## src/rtl/blr_pkg.sv

```systemverilog
// blr_pkg: shared constants and types for the line rasterizer
// used by blr_ctrl, blr_datapath and bresenham_line_raster; depends on nothing

package blr_pkg;

   localparam int COORD_BITS_DEFAULT = 6;
   localparam int COLOR_BITS         = 24;

   // stepping mode: bit 1 set when y falls along rising x, bit 0 set when y is major
   typedef enum logic [1:0] {
      MODE_X_UP   = 2'd0,
      MODE_Y_UP   = 2'd1,
      MODE_X_DOWN = 2'd2,
      MODE_Y_DOWN = 2'd3
   } step_mode_type;

   // controller to datapath
   typedef struct packed {
      logic load;    // capture request fields
      logic setup;   // order endpoints, pick mode, init error
      logic emit;    // put current pixel in output register and step
   } dp_cmd_type;

   // datapath to controller
   typedef struct packed {
      logic last_step;   // current pixel is the final one of the line
   } dp_status_type;

endpackage

```

## src/rtl/blr_ctrl.sv

```systemverilog
// blr_ctrl: sequencer for the line rasterizer (idle, setup, run) and result valid
// depends on blr_pkg for the command and status structs

module blr_ctrl (
   input  logic                   clock,
   input  logic                   reset,
   input  logic                   req_valid,
   output logic                   req_ready,
   output logic                   rsp_valid,
   input  logic                   rsp_ready,
   output blr_pkg::dp_cmd_type    cmd,
   input  blr_pkg::dp_status_type status
);

   typedef enum logic [2:0] {
      ST_IDLE  = 3'b001,
      ST_SETUP = 3'b010,
      ST_RUN   = 3'b100
   } ctrl_state_type;

   ctrl_state_type state_ff, state_in;
   logic           rsp_valid_ff, rsp_valid_in;
   logic           out_free;

   assign out_free  = !rsp_valid_ff || rsp_ready;
   assign req_ready = (state_ff == ST_IDLE);
   assign rsp_valid = rsp_valid_ff;

   always_comb begin
      cmd.load  = (state_ff == ST_IDLE) && req_valid;
      cmd.setup = (state_ff == ST_SETUP);
      cmd.emit  = (state_ff == ST_RUN) && out_free;
   end

   always_comb begin
      state_in = state_ff;
      case (state_ff)
         ST_IDLE: begin
            if (req_valid) begin
               state_in = ST_SETUP;
            end
         end
         ST_SETUP: begin
            state_in = ST_RUN;
         end
         ST_RUN: begin
            // the last pixel goes to the output register, so the next item can enter
            if (out_free && status.last_step) begin
               state_in = ST_IDLE;
            end
         end
         default: begin
            state_in = ST_IDLE;
         end
      endcase
   end

   always_comb begin
      if (cmd.emit) begin
         rsp_valid_in = 1'b1;
      end else if (rsp_ready) begin
         rsp_valid_in = 1'b0;
      end else begin
         rsp_valid_in = rsp_valid_ff;
      end
   end

   always_ff @(posedge clock) begin
      if (reset) begin
         state_ff     <= ST_IDLE;
         rsp_valid_ff <= 1'b0;
      end else begin
         state_ff     <= state_in;
         rsp_valid_ff <= rsp_valid_in;
      end
   end

endmodule

```

## src/rtl/blr_datapath.sv

```systemverilog
// blr_datapath: endpoint ordering, error stepping and pixel output register
// depends on blr_pkg; driven by blr_ctrl through dp_cmd_type

module blr_datapath #(
   parameter int COORD_BITS = blr_pkg::COORD_BITS_DEFAULT
) (
   input  logic                           clock,
   input  blr_pkg::dp_cmd_type            cmd,
   output blr_pkg::dp_status_type         status,
   input  logic [COORD_BITS-1:0]          req_first_x,
   input  logic [COORD_BITS-1:0]          req_first_y,
   input  logic [COORD_BITS-1:0]          req_second_x,
   input  logic [COORD_BITS-1:0]          req_second_y,
   input  logic [blr_pkg::COLOR_BITS-1:0] req_line_color,
   output logic [COORD_BITS-1:0]          rsp_pixel_x,
   output logic [COORD_BITS-1:0]          rsp_pixel_y,
   output logic [blr_pkg::COLOR_BITS-1:0] rsp_pixel_color,
   output logic                           rsp_last_pixel
);

   localparam int ERR_BITS = COORD_BITS + 3;
   localparam logic [COORD_BITS-1:0] ONE = COORD_BITS'(1);

   // captured request
   logic [COORD_BITS-1:0]          ax_ff, ay_ff, bx_ff, by_ff;
   logic [blr_pkg::COLOR_BITS-1:0] color_ff;

   // stepping state
   logic [COORD_BITS-1:0]  cur_x_ff, cur_x_in;
   logic [COORD_BITS-1:0]  cur_y_ff, cur_y_in;
   logic [COORD_BITS-1:0]  steps_ff, steps_in;
   logic [COORD_BITS-1:0]  major_ff, major_in;
   logic [COORD_BITS-1:0]  minor_ff, minor_in;
   logic signed [ERR_BITS-1:0] err_ff, err_in;
   blr_pkg::step_mode_type mode_ff, mode_in;

   // output register
   logic [COORD_BITS-1:0]          px_ff, py_ff;
   logic [blr_pkg::COLOR_BITS-1:0] pcolor_ff;
   logic                           plast_ff;

   // setup terms
   logic                  swap, y_falls, steep;
   logic [COORD_BITS-1:0] sx, sy, ex, ey, dx, ady;
   logic signed [ERR_BITS-1:0] major_ext;

   // step terms
   logic signed [ERR_BITS-1:0] two_minor, two_major, err_acc;
   logic                       move;

   always_comb begin
      swap    = ax_ff > bx_ff;
      sx      = swap ? bx_ff : ax_ff;
      sy      = swap ? by_ff : ay_ff;
      ex      = swap ? ax_ff : bx_ff;
      ey      = swap ? ay_ff : by_ff;
      dx      = ex - sx;
      y_falls = ey < sy;
      ady     = y_falls ? (sy - ey) : (ey - sy);
      steep   = dx < ady;
      major_in = steep ? ady : dx;
      minor_in = steep ? dx : ady;
      mode_in  = blr_pkg::step_mode_type'({y_falls, steep});
      major_ext = $signed({3'b000, major_in});
   end

   assign two_minor = $signed({2'b00, minor_ff, 1'b0});
   assign two_major = $signed({2'b00, major_ff, 1'b0});

   always_comb begin
      cur_x_in = cur_x_ff;
      cur_y_in = cur_y_ff;
      err_in   = err_ff;
      steps_in = steps_ff;
      err_acc  = err_ff;
      move     = 1'b0;
      if (cmd.setup) begin
         if (mode_in == blr_pkg::MODE_Y_DOWN) begin
            // steep falling line starts at the lower-y endpoint
            cur_x_in = ex;
            cur_y_in = ey;
         end else begin
            cur_x_in = sx;
            cur_y_in = sy;
         end
         err_in   = y_falls ? major_ext : -major_ext;
         steps_in = major_in;
      end else if (cmd.emit) begin
         steps_in = steps_ff - ONE;
         case (mode_ff)
            blr_pkg::MODE_X_UP: begin
               err_acc  = err_ff + two_minor;
               move     = err_acc >= 0;
               cur_x_in = cur_x_ff + ONE;
               cur_y_in = move ? cur_y_ff + ONE : cur_y_ff;
               err_in   = move ? err_acc - two_major : err_acc;
            end
            blr_pkg::MODE_Y_UP: begin
               err_acc  = err_ff + two_minor;
               move     = err_acc >= 0;
               cur_y_in = cur_y_ff + ONE;
               cur_x_in = move ? cur_x_ff + ONE : cur_x_ff;
               err_in   = move ? err_acc - two_major : err_acc;
            end
            blr_pkg::MODE_X_DOWN: begin
               err_acc  = err_ff - two_minor;
               move     = err_acc <= 0;
               cur_x_in = cur_x_ff + ONE;
               cur_y_in = move ? cur_y_ff - ONE : cur_y_ff;
               err_in   = move ? err_acc + two_major : err_acc;
            end
            default: begin
               err_acc  = err_ff - two_minor;
               move     = err_acc <= 0;
               cur_y_in = cur_y_ff + ONE;
               cur_x_in = move ? cur_x_ff - ONE : cur_x_ff;
               err_in   = move ? err_acc + two_major : err_acc;
            end
         endcase
      end
   end

   always_ff @(posedge clock) begin
      if (cmd.load) begin
         ax_ff    <= req_first_x;
         ay_ff    <= req_first_y;
         bx_ff    <= req_second_x;
         by_ff    <= req_second_y;
         color_ff <= req_line_color;
      end
      if (cmd.setup) begin
         major_ff <= major_in;
         minor_ff <= minor_in;
         mode_ff  <= mode_in;
      end
      cur_x_ff <= cur_x_in;
      cur_y_ff <= cur_y_in;
      err_ff   <= err_in;
      steps_ff <= steps_in;
      if (cmd.emit) begin
         px_ff     <= cur_x_ff;
         py_ff     <= cur_y_ff;
         pcolor_ff <= color_ff;
         plast_ff  <= status.last_step;
      end
   end

   assign status.last_step = (steps_ff == '0);

   assign rsp_pixel_x     = px_ff;
   assign rsp_pixel_y     = py_ff;
   assign rsp_pixel_color = pcolor_ff;
   assign rsp_last_pixel  = plast_ff;

endmodule

```

## src/rtl/bresenham_line_raster.sv

```systemverilog
// bresenham_line_raster: top level of the all-octant line rasterizer
// depends on blr_pkg, blr_ctrl and blr_datapath
//
//   port group  dir  handshake              carries
//   req_*       in   req_valid/req_ready    two endpoints and a line color
//   rsp_*       out  rsp_valid/rsp_ready    one pixel per item, last flag on the end
//
// one request is captured, then set up, then stepped out as major+1 pixels,
// where major is the longer of |dx| and |dy| (up to 2^COORD_BITS pixels).
// the error stepper gives one pixel a cycle into the output register while it is not stalled.
// a stalled rsp_ready holds the stepper; the next request is taken as soon as
// the last pixel of a line is loaded into the output register.
// synchronous reset clears the sequencer and rsp_valid.

module bresenham_line_raster #(
   parameter int COORD_BITS = blr_pkg::COORD_BITS_DEFAULT
) (
   input  logic                           clock,
   input  logic                           reset,
   input  logic                           req_valid,
   output logic                           req_ready,
   input  logic [COORD_BITS-1:0]          req_first_x,
   input  logic [COORD_BITS-1:0]          req_first_y,
   input  logic [COORD_BITS-1:0]          req_second_x,
   input  logic [COORD_BITS-1:0]          req_second_y,
   input  logic [blr_pkg::COLOR_BITS-1:0] req_line_color,
   output logic                           rsp_valid,
   input  logic                           rsp_ready,
   output logic [COORD_BITS-1:0]          rsp_pixel_x,
   output logic [COORD_BITS-1:0]          rsp_pixel_y,
   output logic [blr_pkg::COLOR_BITS-1:0] rsp_pixel_color,
   output logic                           rsp_last_pixel
);

   blr_pkg::dp_cmd_type    cmd;
   blr_pkg::dp_status_type status;

   blr_ctrl u_ctrl (
      .clock     (clock),
      .reset     (reset),
      .req_valid (req_valid),
      .req_ready (req_ready),
      .rsp_valid (rsp_valid),
      .rsp_ready (rsp_ready),
      .cmd       (cmd),
      .status    (status)
   );

   blr_datapath #(
      .COORD_BITS (COORD_BITS)
   ) u_datapath (
      .clock           (clock),
      .cmd             (cmd),
      .status          (status),
      .req_first_x     (req_first_x),
      .req_first_y     (req_first_y),
      .req_second_x    (req_second_x),
      .req_second_y    (req_second_y),
      .req_line_color  (req_line_color),
      .rsp_pixel_x     (rsp_pixel_x),
      .rsp_pixel_y     (rsp_pixel_y),
      .rsp_pixel_color (rsp_pixel_color),
      .rsp_last_pixel  (rsp_last_pixel)
   );

endmodule

```

## config.mk

```make
export PLATFORM = sky130hd
export DESIGN_NAME = bresenham_line_raster
export DESIGN_NICKNAME = d
export VERILOG_FILES = /design/src/rtl/blr_pkg.sv /design/src/rtl/blr_ctrl.sv /design/src/rtl/blr_datapath.sv /design/src/rtl/bresenham_line_raster.sv
export SDC_FILE = /design/constraint.sdc
export NUM_CORES = 1
export LEC_CHECK = 0
export ABC_CLOCK_PERIOD_IN_PS = 17100
export BUFFER_PORTS_ARGS = -buffer_cell sky130_fd_sc_hd__buf_2
export CAP_MARGIN = 20
export CORE_MARGIN = 5
export CORE_UTILIZATION = 45
export CTS_CLUSTER_DIAMETER = 150
export DETAILED_ROUTE_END_ITERATION = 16
export HOLD_SLACK_MARGIN = 0.12
export PLACE_DENSITY = 0.63
export SYNTH_ARGS = -nofsm -noshare
export SYNTH_HDL_FRONTEND = slang
export SYNTH_SLANG_ARGS = --single-unit
```

## constraint.sdc

```tcl
create_clock -name clock -period 17.1 [get_ports clock]
set_clock_uncertainty 0.15 [all_clocks]
set_input_delay 0 -clock clock [delete_from_list [all_inputs] [get_ports clock]]
set_output_delay 0 -clock clock [all_outputs]
set_load 0.005 [all_outputs]
```

==> results.toml <==
[floorplanning]
num_rows = 48
start_util = 0.453
die_h_um = 141
die_area_um2 = 19900
core-area_um2 = 17100
io_pins = 91
die-width_um = 141

[global_route]
grt_pass1_wl_mm = 29.1
grt_antenna_before_repair = 0
grt_max_degree = 53
grt_pass1_vias = 5769
grt_util_all_layers = 0.184
gr-total-overflow = 0

[layout]
finalInstanceArea_um2 = 9520
stdcell_count = 1064
register_area_um2 = 3860
mostFrequentLayoutCells = "edfxtp_1, buf_2, inv_1"
finish.utilization = 0.556
fin_nets = 933
diodes = 0
multi_input_area_um2 = 3550
layout-drive-gt1-share = 0.184
area_delta_synth_final_pct = 22.9
fillers = 1461
final_common_cell = "edfxtp_1"

[clocking]
cts_htree_levels = 4
cts_buffers = 17
cts-root-buf = "clkbuf_16"
cts_tree = "built"
clkTransAtPathRegs_ps = 60
cts_buffer_depth = 2
insertion_delay_ps = 420
post_cts_resized = 0
tritoncts_num_sinks = 130
post_cts_buffers = 0
cts_hold_repair.buffers = 51

[power_and_ir_drop]
power.leakage_nw = 3.88
finalPower_mw = 1.06
irDropWorstVdd_mv = 0.0908
power_density_nw_per_um2 = 112

[setup_path]
start_kind = "flip-flop"
path_cells = "ha_1 > nor2b_1 > o21a_2 > o21ai_2 > nor2_1 > a21oi_1 > ha_1 > a311oi_1 > a211o_1 > o211ai_2 > mux2i_1 > xnor2_1 > inv_1 > ha_1 > nand3_1 > a21oi_1 > or3_1 > inv_1 > o211a_1 > a221oi_2 > a31oi_1 > xor2_1 > mux2i_1"
worst_ep_arrival_time_ps = 6620
cpPeakStageDelay_ps = 690
slowest_stage = "o21ai_2"
critPathKind = "reg -> reg"
crit_fanout = 16
crit_required_ps = 17090
critPathBufInv = 2
worst_setup_path_end_kind = "flip-flop"
cp_common_cell = "ha_1"
critical-path-top-delay-family = "compound AO/OA/AOI/OAI gates"

[flow_run]
cap_violations = 0

[timing]
period_share = 0.388
fmax_mhz = 151
setup_violations = 0
drv_slew = 0
final.setup.worst_slack_ps = 10470
tns_ps = 0
worst_pin_slew_ps = 1020
relSlewSlack = 0.319
min_period_ps = 6630
rsz0062_at_grt = "no"
whs_ps = 131
finalHoldViolCount = 0

[placement]
place.gp.congestion = 0.880
dp_cells = 979
port_buffers = 90
postPlaceCellArea_um2 = 8400
place_hpwl_mm = 13.4
place_ws_ps = 10520

[synth]
syn_area_per_cell_um2 = 11.4
synthDistinctLibCells = 72
ys.flop_type = "edfxtp_1"
async_flop_share = 0
ys_seq_area_frac = 0.499
yosysTopAreaCellShare = 0.488
synth_edf_count = 126
synth_cells = 682
ys_warn_count = 0
ys_ff_latch = 130
synth_top_cell_by_area = "edfxtp_1"
ys_top_cells_by_area = "edfxtp_1, ha_1, xnor2_1, mux2i_1, inv_1"
synth_area_um2 = 7750
syn_nets = 789

[run_status]
outcome = "completed"

[detailed_routing]
remaining_drc_errors = 0
viasPerCell = 5.34
ant_nets = 0
vias = 5679
drt_wl_total_mm = 17.9
drtPass1Iterations = 5
first_iter_violations = 338
wl_per_cell_um = 16.8

[worst_hold_path]
min_path_type = "in -> reg"
-- cells by family after synthesis --
kind of cell | Yosys count | synth area share
muxes | 32 | 0.0447
xor gates and xnor gates | 46 | 0.0530
AOI/OAI and AO/OA | 177 | 0.160
and+or+nand+nor | 154 | 0.0969
adders and majority gates | 61 | 0.102
DFF | 130 | 0.499
buffers and inverters | 82 | 0.0441
-- power by group --
| group | switching, mW | total [mW] | leakage, nW | internal [mW] |
|---|---|---|---|---|
| Clock | 0.151 | 0.358 | 0.280 | 0.207 |
| Combinational | 0.192 | 0.322 | 2.41 | 0.131 |
| Sequential | 0.00855 | 0.383 | 1.19 | 0.375 |
| Total | 0.352 | 1.06 | 3.88 | 0.712 |
-- synthesized netlist by cell type, types with 7 or more instances --
master    instances
clkbuf_1         14
nand2b_1          9
o21ai_0          26
xnor2_1          36
a21o_1           13
edfxtp_1        126
o211ai_1          8
a21oi_1          46
inv_1            62
nand3_1           7
ha_1             49
nand2_1          40
a211oi_1         11
xor2_1            9
nor3_1           12
nor2_1           44
o21bai_1          7
nor2b_1          16
o21a_1            8
a211o_1           7
mux2i_1          26
-- state kept, by name (all words and copies together) (netlist names) --
signal	cells
u_datapath.color_ff	24
u_datapath.rsp_pixel_x	6
u_datapath.cur_x_ff	6
u_datapath.mode_ff	2
u_datapath.cur_y_ff	6
u_datapath.ax_ff	6
u_datapath.by_ff	6
u_datapath.ay_ff	6
u_ctrl.rsp_valid	1
u_datapath.rsp_last_pixel	1
u_datapath.minor_ff	6
u_datapath.rsp_pixel_color	24
u_ctrl.state_ff	3
u_datapath.major_ff	6
u_datapath.rsp_pixel_y	6
u_datapath.err_ff	9
u_datapath.steps_ff	6
u_datapath.bx_ff	6
-- area by class of cell --
cell class              count  share of cell area
clock buffers              17              0.0447
clock inverters            15              0.0167
inverters                  62              0.0244
multi-input cells         470               0.373
flip-flops and latches    130               0.406
well taps                 225              0.0296
repair buffers            145               0.106
-- final timing paths --
| check | slack (ps) | to | startpoint | cells after the start |
|---|---|---|---|---|
| max | 10470 | u_datapath.err_ff[5] | u_datapath.ax_ff[1] | 23 |
| min | 130 | u_datapath.ay_ff[1] | req_first_y[1] | 2 |
| max reg2reg | 10470 | u_datapath.err_ff[5] | u_datapath.ax_ff[1] | 23 |
| min reg2reg | 270 | u_datapath.rsp_pixel_color[0] | u_datapath.color_ff[0] | 0 |
-- routing by layer --
| metal | track usage | vias up | wire length (um) |
|---|---|---|---|
| met2 | 0.325 | 119 | 9260 |
| met3 | 0.0332 | 29 | 616 |
| met1 | 0.227 | 2729 | 7660 |
| met4 | 0.0602 | 0 | 344 |
| met5 | 0 | - | 0 |
| li1 | - | 2802 | - |
(Power assumes the default switching activity.)
